File: config.mk
export PLATFORM = sky130hd
export DESIGN_NAME = keyframe_lerp_engine_core
export DESIGN_NICKNAME = d
export VERILOG_FILES = /design/src/rtl/klerp_pkg.sv /design/src/rtl/keyframe_lerp_engine_core.sv
export SDC_FILE = /design/constraint.sdc
export NUM_CORES = 2
export LEC_CHECK = 0
export ABC_AREA = 1
export BUFFER_PORTS_ARGS = -buffer_cell sky130_fd_sc_hd__clkbuf_2
export CORE_UTILIZATION = 58
export DETAILED_ROUTE_END_ITERATION = 10
export HOLD_SLACK_MARGIN = 0.12
export MAX_ROUTING_LAYER = met4
export PLACE_DENSITY_LB_ADDON = 0.12
export SLEW_MARGIN = 20
export SYNTH_ARGS = -nofsm -noshare
export SYNTH_HDL_FRONTEND = slang
export SYNTH_SLANG_ARGS = --single-unit
File: constraint.sdc
create_clock -name clk_i -period 6.9 [get_ports clk_i]
set_input_delay 0.69 -clock clk_i [delete_from_list [all_inputs] [get_ports clk_i]]
set_output_delay 0.69 -clock clk_i [all_outputs]
set_load 0.05 [all_outputs]
File: src/rtl/klerp_pkg.sv
// Shared types, codes and constants of the keyframe interpolation engine.
package klerp_pkg;

  localparam logic [1:0] MODE_WR_TIME  = 2'd0;
  localparam logic [1:0] MODE_WR_VALUE = 2'd1;
  localparam logic [1:0] MODE_QUERY    = 2'd2;

  localparam int unsigned MAX_OUT   = 8;
  localparam int unsigned DIV_STEPS = 16;

  localparam logic [15:0] HALF_DAY = 16'h8000;
  localparam logic [34:0] ROUND_HALF = 35'h0_0000_8000;

  typedef struct packed {
    logic [1:0]  mode;
    logic [2:0]  key_index;
    logic [2:0]  channel_index;
    logic [15:0] write_value;
    logic [15:0] day_ratio;
  } in_word_t;

  typedef struct packed {
    logic [2:0]  channel;
    logic [15:0] value;
    logic [15:0] weight;
    logic [2:0]  lower_key;
    logic        last;
  } out_word_t;

  typedef enum logic [3:0] {
    S_CLEAR,
    S_IDLE,
    S_SCAN,
    S_RD_LO,
    S_RD_HI,
    S_PREP,
    S_DIV,
    S_OUT,
    S_DRAIN
  } state_e;

endpackage

File: src/rtl/keyframe_lerp_engine_core.sv
// Keyframe table with segment search, serial weight divider and per-channel interpolation.
//
// After reset the block clears its key time and channel value memories in a pass over all
// NUM_KEYS*NUM_CHANNELS value entries with busy high. A write word (mode 0 or 1) is taken
// in idle and leaves busy low. A query word scans the key times one per cycle, fetches
// the two segment times (states S_RD_LO, S_RD_HI and S_PREP), runs a restoring divider for
// the weight (skipped when the span is zero or the weight saturates), then reads both
// keys' channel values through two memory read ports and emits one result word per cycle,
// min(NUM_CHANNELS,8) words in all, through the value read registers and the result
// register. Results of one query arrive on consecutive cycles, each marked by res_valid_o
// for exactly one cycle; the receiver cannot stall them.
module keyframe_lerp_engine_core #(
  parameter int NUM_KEYS     = 8,
  parameter int NUM_CHANNELS = 8
) (
  input  logic                 clk_i,
  input  logic                 rst_ni,
  input  logic                 start,
  output logic                 busy,
  input  klerp_pkg::in_word_t  item_i,
  output logic                 res_valid_o,
  output klerp_pkg::out_word_t res_o
);

  localparam int KW    = $clog2(NUM_KEYS);
  localparam int DEPTH = NUM_KEYS * NUM_CHANNELS;
  localparam int VW    = $clog2(DEPTH);
  localparam int NOUT  = (NUM_CHANNELS < klerp_pkg::MAX_OUT) ? NUM_CHANNELS
                                                             : klerp_pkg::MAX_OUT;

  localparam logic [KW-1:0] LAST_KEY   = KW'(NUM_KEYS - 1);
  localparam logic [VW-1:0] LAST_ENTRY = VW'(DEPTH - 1);
  localparam logic [2:0]    LAST_CH    = 3'(NOUT - 1);
  localparam logic [3:0]    LAST_STEP  = 4'(klerp_pkg::DIV_STEPS - 1);

  logic [15:0] kt_mem [NUM_KEYS];
  logic [15:0] kv_mem [DEPTH];

  klerp_pkg::state_e state_q, state_d;

  logic [VW-1:0] clr_q;
  logic [KW-1:0] scan_q;
  logic          cmp_vld_q;
  logic [KW-1:0] cmp_idx_q;
  logic [KW-1:0] lo_q, hi_q;
  logic [15:0]   time_q;
  logic [15:0]   t0_q;
  logic [15:0]   kt_rdata_q;
  logic [15:0]   rem_q, span_q, w_q;
  logic [3:0]    step_q;
  logic [VW-1:0] lo_base_q, hi_base_q;
  logic [2:0]    ch_q;
  logic          rd_vld_q;
  logic [2:0]    rd_ch_q;
  logic          rd_last_q;
  logic [15:0]   v0_q, v1_q;
  logic          res_valid_q;
  klerp_pkg::out_word_t res_q;

  logic          accept;
  logic          clearing;
  logic          issue;
  logic [KW-1:0] kt_raddr;
  logic          hit, scan_done;
  logic [KW-1:0] hi_sel, lo_sel;
  logic [16:0]   t1x, timex;
  logic [15:0]   d_val, span_val;
  logic          skip_div;
  logic [16:0]   rem2;
  logic          ge;
  logic [VW-1:0] kv_raddr0, kv_raddr1;
  logic [6:0]    kidx_w, cidx_w, lo_w;
  logic          key_ok, chan_ok;
  logic [12:0]   kv_wlin, lo_lin, hi_lin;
  logic          kt_we, kv_we;
  logic [KW-1:0] kt_waddr;
  logic [VW-1:0] kv_waddr;
  logic [15:0]   wdata;
  logic signed [16:0] diff;
  logic signed [33:0] prod;
  logic signed [34:0] acc;

  assign accept = start && !busy;

  always_comb begin
    state_d = state_q;
    unique case (state_q)
      klerp_pkg::S_CLEAR: begin
        if (clr_q == LAST_ENTRY) state_d = klerp_pkg::S_IDLE;
      end
      klerp_pkg::S_IDLE: begin
        if (start && item_i.mode == klerp_pkg::MODE_QUERY) state_d = klerp_pkg::S_SCAN;
      end
      klerp_pkg::S_SCAN: begin
        if (scan_done) state_d = klerp_pkg::S_RD_LO;
      end
      klerp_pkg::S_RD_LO: state_d = klerp_pkg::S_RD_HI;
      klerp_pkg::S_RD_HI: state_d = klerp_pkg::S_PREP;
      klerp_pkg::S_PREP: begin
        state_d = skip_div ? klerp_pkg::S_OUT : klerp_pkg::S_DIV;
      end
      klerp_pkg::S_DIV: begin
        if (step_q == LAST_STEP) state_d = klerp_pkg::S_OUT;
      end
      klerp_pkg::S_OUT: begin
        if (ch_q == LAST_CH) state_d = klerp_pkg::S_DRAIN;
      end
      klerp_pkg::S_DRAIN: begin
        if (!rd_vld_q) state_d = klerp_pkg::S_IDLE;
      end
      default: state_d = klerp_pkg::S_IDLE;
    endcase
  end

  always_comb begin
    busy     = 1'b1;
    clearing = 1'b0;
    issue    = 1'b0;
    kt_raddr = scan_q;
    unique case (state_q)
      klerp_pkg::S_CLEAR: clearing = 1'b1;
      klerp_pkg::S_IDLE:  busy = 1'b0;
      klerp_pkg::S_RD_LO: kt_raddr = lo_q;
      klerp_pkg::S_RD_HI: kt_raddr = hi_q;
      klerp_pkg::S_OUT:   issue = 1'b1;
      default: ;
    endcase
  end

  // Segment search, span arithmetic, divider compare and value read addresses.
  always_comb begin
    hit       = time_q < kt_rdata_q;
    scan_done = cmp_vld_q && (hit || cmp_idx_q == LAST_KEY);
    hi_sel    = hit ? cmp_idx_q : '0;
    lo_sel    = (hi_sel == '0) ? LAST_KEY : hi_sel - KW'(1);
    t1x       = (kt_rdata_q < t0_q) ? {1'b1, kt_rdata_q} : {1'b0, kt_rdata_q};
    timex     = (time_q < t0_q) ? {1'b1, time_q} : {1'b0, time_q};
    d_val     = 16'(timex - {1'b0, t0_q});
    span_val  = 16'(t1x - {1'b0, t0_q});
    skip_div  = (span_val == 16'h0000) || (d_val >= span_val);
    rem2      = {rem_q, 1'b0};
    ge        = rem2 >= {1'b0, span_q};
    lo_lin    = 13'(lo_q) * 13'(NUM_CHANNELS);
    hi_lin    = 13'(hi_q) * 13'(NUM_CHANNELS);
    kv_raddr0 = lo_base_q + VW'(ch_q);
    kv_raddr1 = hi_base_q + VW'(ch_q);
  end

  // Memory write port: clearing pass or a write word.
  always_comb begin
    kidx_w   = 7'(item_i.key_index);
    cidx_w   = 7'(item_i.channel_index);
    key_ok   = kidx_w < 7'(NUM_KEYS);
    chan_ok  = cidx_w < 7'(NUM_CHANNELS);
    kv_wlin  = 13'(item_i.key_index) * 13'(NUM_CHANNELS) + 13'(item_i.channel_index);
    kt_we    = 1'b0;
    kv_we    = 1'b0;
    kt_waddr = kidx_w[KW-1:0];
    kv_waddr = kv_wlin[VW-1:0];
    wdata    = item_i.write_value;
    if (clearing) begin
      kv_we    = 1'b1;
      kt_we    = 13'(clr_q) < 13'(NUM_KEYS);
      kt_waddr = clr_q[KW-1:0];
      kv_waddr = clr_q;
      wdata    = '0;
    end else if (accept) begin
      kt_we = (item_i.mode == klerp_pkg::MODE_WR_TIME) && key_ok;
      kv_we = (item_i.mode == klerp_pkg::MODE_WR_VALUE) && key_ok && chan_ok;
    end
  end

  always_ff @(posedge clk_i) begin
    if (kt_we) kt_mem[kt_waddr] <= wdata;
    kt_rdata_q <= kt_mem[kt_raddr];
  end

  always_ff @(posedge clk_i) begin
    if (kv_we) kv_mem[kv_waddr] <= wdata;
    v0_q <= kv_mem[kv_raddr0];
    v1_q <= kv_mem[kv_raddr1];
  end

  // Interpolation: v0 + (v1 - v0) * w, rounded to nearest.
  always_comb begin
    diff  = $signed({1'b0, v1_q}) - $signed({1'b0, v0_q});
    prod  = diff * $signed({1'b0, w_q});
    acc   = $signed({3'b000, v0_q, 16'h0000}) + 35'(prod) + $signed(klerp_pkg::ROUND_HALF);
    lo_w  = 7'(lo_q);
  end

  always_ff @(posedge clk_i or negedge rst_ni) begin
    if (!rst_ni) begin
      state_q     <= klerp_pkg::S_CLEAR;
      clr_q       <= '0;
      cmp_vld_q   <= 1'b0;
      rd_vld_q    <= 1'b0;
      res_valid_q <= 1'b0;
    end else begin
      state_q     <= state_d;
      if (clearing) clr_q <= clr_q + VW'(1);
      cmp_vld_q   <= (state_q == klerp_pkg::S_SCAN) && !scan_done;
      rd_vld_q    <= issue;
      res_valid_q <= rd_vld_q;
    end
  end

  always_ff @(posedge clk_i) begin
    cmp_idx_q <= scan_q;
    rd_ch_q   <= ch_q;
    rd_last_q <= ch_q == LAST_CH;
    unique case (state_q)
      klerp_pkg::S_IDLE: begin
        time_q <= item_i.day_ratio + klerp_pkg::HALF_DAY;
        scan_q <= '0;
      end
      klerp_pkg::S_SCAN: begin
        if (scan_q != LAST_KEY) scan_q <= scan_q + KW'(1);
        hi_q <= hi_sel;
        lo_q <= lo_sel;
      end
      klerp_pkg::S_RD_HI: t0_q <= kt_rdata_q;
      klerp_pkg::S_PREP: begin
        rem_q     <= d_val;
        span_q    <= span_val;
        step_q    <= '0;
        ch_q      <= '0;
        lo_base_q <= lo_lin[VW-1:0];
        hi_base_q <= hi_lin[VW-1:0];
        w_q       <= (span_val == 16'h0000) ? 16'h0000 : 16'hFFFF;
      end
      klerp_pkg::S_DIV: begin
        rem_q  <= ge ? 16'(rem2 - {1'b0, span_q}) : rem2[15:0];
        w_q    <= {w_q[14:0], ge};
        step_q <= step_q + 4'd1;
      end
      klerp_pkg::S_OUT: ch_q <= ch_q + 3'd1;
      default: ;
    endcase
    if (rd_vld_q) begin
      res_q.channel   <= rd_ch_q;
      res_q.value     <= acc[31:16];
      res_q.weight    <= w_q;
      res_q.lower_key <= lo_w[2:0];
      res_q.last      <= rd_last_q;
    end
  end

  assign res_valid_o = res_valid_q;
  assign res_o       = res_q;

  a_results_contiguous: assert property (@(posedge clk_i) disable iff (!rst_ni)
    res_valid_o && !res_o.last |=> res_valid_o)
    else $error("query results are not contiguous");

  a_last_channel: assert property (@(posedge clk_i) disable iff (!rst_ni)
    res_valid_o && res_o.last |-> res_o.channel == LAST_CH)
    else $error("last flag on the wrong channel");

  a_query_goes_busy: assert property (@(posedge clk_i) disable iff (!rst_ni)
    accept && item_i.mode == klerp_pkg::MODE_QUERY |=> busy)
    else $error("query word did not start work");

  a_div_operands: assert property (@(posedge clk_i) disable iff (!rst_ni)
    state_q == klerp_pkg::S_DIV |-> span_q != 16'h0000 && rem_q < span_q)
    else $error("divider running on bad operands");

endmodule
==> key figures <==
Floorplan
  – Die Y: 346.2 um
  – Core area: 0.1168 mm^2
  – Die area: 0.1199 mm^2
  – Die extent in x: ~350 um
  – Num ports: 84
  – Initial Utilization: 58.81%
  – FP Rows: 125

Global route
  – Total track usage: 32.10%
  – Largest net degree at the start of global routing: 179
  – First-pass GRT wire length: around 280000 um
  – Grt total ovfl: 0
  – Vias in the first global route: roughly 46000
  – Initial antenna violation count: 1

Layout
  – Post-Layout Cell Count: 8133
  – Syn-to-layout area delta: 13.24%
  – Layout cells sized above 1: around an eighth
  – Layout Nets: 7027
  – Antenna Cells: 0
  – Final core utilization: 66.60%

STA
  – RSZ-0062 raised after global routing: yes
  – FMAX: around 0.15 GHz
  – Clk_skew: about 40 ps
  – Setup violations, final: 0
  – Relative slew slack: just under 20%
  – Measured slew at the worst slew-check pin: 1192 ps
  – Final period util: 98.60%
  – Final Max Slew Viols: 0
  – Final hold violation count: 0
  – Minimum clock period: 6803 ps

Logic synthesis
  – Synth Flop Type: edfxtp_1
  – Synth cell types: a little under 60
  – Post-synthesis net count: slightly below 7000
  – Post-synth design cell area: 0.06871 mm^2
  – Synth area leader: edfxtp_1
  – Sequential share of the synthesized area: 58.58%
  – Yosys warnings: 0
  – Yosys reg bits: 1361
  – Syn Inst Count: 6252
  – Asr flop ratio synth: less than 1%
  – Mean Syn Cell Area: 10.99 um^2
  – EDFF count, synth: 1293
  – Synth area leaders: edfxtp_1 (57%), fa_1 (8.4%), nor2_1 (5.3%)
  – Yosys top cell area share: between 50% and 60%

Placement
  – IO Port Bufs: 83
  – Placed cells: 7841
  – Post-detail-place hpwl: 120900 um
  – RD Place Congestion: 0.9616

Status
  – Outcome: complete, no violations

Detailed routing
  – Iter 0 DRT Violations: 4375
  – First-pass iteration count of the detailed router: 7
  – Antenna viol nets, final: 0
  – Vias: 47660
  – DRC: 0
  – Vias per std cell: 5.860
  – Wire length per cell: 22.94 um
  – Detailed Route WL: between 150000 and 200000 um

Critical path
  – Setup Crit Path Kind: reg -> reg
  – Worst Path Max Fanout: 6
  – CP Data Arrival Time: 7320 ps
  – Worst path required time: 7420 ps
  – Slowest stage delay, CP: approximately 540 ps
  – Most used cell along the critical path: fa_1
  – Worst setup SP type: flip-flop
  – Slowest stage cell on the critical path: fa_1
  – Crit end category: flip-flop

Clock network
  – # H-tree levels: 4
  – Cts bufs inserted: between 100 and 150
  – Worst-Skew Late Latency: 800 ps
  – CTS max path bufs: 3
  – Reg clk slew, reported paths: 60 ps
  – Clock Sinks: 1361
  – CTS Root Cell: clkbuf_16
  – CTS tree: yes

Min path
  – Hold Path Class: in -> async

Flow run
  – Max Cap Viol: 0
-- kinds of logic after synthesis --
| logic type | share of synthesized area [%] |
|---|---|
| AOI/OAI and AO/OA | 10.90 |
| xor gates and xnor gates | 0.9924 |
| muxes | 0.2039 |
| DFF | 58.58 |
| buffers and inverters | 5.851 |
| and+or+nand+nor | 11.46 |
| adders and majority gates | 12.02 |
-- cells in the final DEF (no fill, tap or decap), types with 14 or more instances in the layout --
master / Yosys / final
inv_1: 702 / 679
nand4_1: 14 / 14
xor2_1: 45 / 45
a21oi_2: 3 / 21
dfxtp_1: 55 / 52
nor2_2: 1 / 29
nand3_1: 163 / 157
nand2_1: 729 / 697
a21oi_1: 176 / 156
o22ai_1: 181 / 181
o21ai_1: 28 / 35
nand3b_1: 25 / 25
o221ai_1: 92 / 92
clkbuf_1: 202 / 36
clkbuf_2: 0 / 83
clkbuf_16: 0 / 143
edfxtp_1: 1293 / 1293
clkinv_2: 1 / 24
ha_1: 196 / 178
ha_4: 0 / 18
a31oi_1: 39 / 38
o21ai_0: 721 / 709
nand2_2: 3 / 23
xnor2_1: 31 / 28
inv_2: 8 / 31
clkinv_1: 11 / 30
nor3_1: 22 / 18
nor2_4: 1 / 26
o211ai_1: 20 / 20
nor2_1: 976 / 923
mux2i_1: 14 / 14
dlygate4sd3_1: 0 / 17
buf_4: 18 / 289
fa_1: 290 / 278
-- routing by layer --
layer / GRT usage (%) / up-vias / share of wire [%]
li1: - / 21971 / -
met1: 41.80 / 23414 / 40
met2: 51.76 / 1924 / 49
met3: 4.609 / 351 / 7.5
met4: 11.49 / 0 / 3.7
met5: - / - / 0
-- sequential cells by signal, indices dropped and copies added (netlist names), 4 cells and up --
name	flops
kv_mem	1024
kt_mem	128
res_o	39
kt_rdata_q	16
rem_q	16
span_q	16
t0_q	16
time_q	16
v0_q	16
v1_q	16
w_q	16
clr_q	6
state_q	4
step_q	4
-- final cells by class --
type / count / area [um^2]
Tap cell: 1524 / 1907
Clock buffer: 182 / 3749
Timing Repair Buffer: 407 / 3054
Inverter: 723 / 2743
Sequential cell: 1361 / 40260
Clock inverter: 73 / 764.5
Multi-Input combinational cell: 3863 / 25340
Fill cell: 8731 / 39020
-- synthesized netlist by cell type, drive strengths merged (2+ instances only) --
| master | n |
|---|---|
| nand4 | 14 |
| nor3b | 2 |
| o22ai | 181 |
| a21boi | 4 |
| nand3 | 167 |
| a211oi | 2 |
| dfxtp | 55 |
| xnor2 | 31 |
| a21oi | 179 |
| a31oi | 39 |
| clkinv | 12 |
| a21o | 11 |
| o221ai | 92 |
| o31ai | 5 |
| ha | 196 |
| a2bb2oi | 5 |
| clkbuf | 202 |
| o211ai | 20 |
| dfrtp | 13 |
| a221oi | 3 |
| nand3b | 25 |
| and2 | 4 |
| a22oi | 2 |
| nor2 | 979 |
| o21ai | 754 |
| o21bai | 10 |
| inv | 711 |
| mux2i | 14 |
| nor4 | 6 |
| o21a | 12 |
| buf | 103 |
| or2 | 13 |
| edfxtp | 1293 |
| nor3 | 23 |
| fa | 290 |
| xor2 | 46 |
| nand2 | 732 |
-- repair_timing --
item / 4_1_cts / 5_1_grt
gates resized for setup: 46 / 163
hold endpoints to repair: 29 / 0
cloned: 0 / 0
buffers inserted: 1 / 20
endpoints found under the setup margin: 15 / 16
hold buffers: 17 / 0
pin swaps: 10 / 74
-- worst max-delay path: cells and delay by family, from the launching register on --
kind,cells,cell delay [ps]
AOI/OAI and AO/OA,8,1240
xor gates and xnor gates,1,180
adders and majority gates,9,3400
buffers and inverters,8,820
DFF,1,320
and+or+nand+nor,4,590
-- through the flow --
stage / instance area [um^2] / hold slack (ps) / setup WS, ps / setup TNS (ps)
6_report: 77810 / 399.8 / 96.80 / 0
3_3_place_gp: 72190 / 387.7 / -248.3 / -1636
4_1_cts: 77060 / 350.1 / 7.224 / 0
3_5_place_dp: 72190 / 388.7 / -359.4 / -3040
2_1_floorplan: 68710 / 376.8 / 126.8 / 0
5_1_grt: 77810 / 403.6 / -148.7 / -885.1
-- final timing paths --
check / start / end / slack (ps) / cells past startpoint
max: v1_q[0] / res_o[35] / 100 / 30
min: rst_ni / res_valid_o / 400 / 2
max reg2reg: v1_q[0] / res_o[35] / 100 / 30
min reg2reg: rd_last_q / res_o[0] / 400 / 0
max in group asynchronous: rst_ni / rd_vld_q / 6160 / 2
min in group clk_i: rd_last_q / res_o[0] / 400 / 0
Power is left out: the tool's default activity adds up to more than one toggle a clock period on the data nets, which glitch-free logic cannot reach.
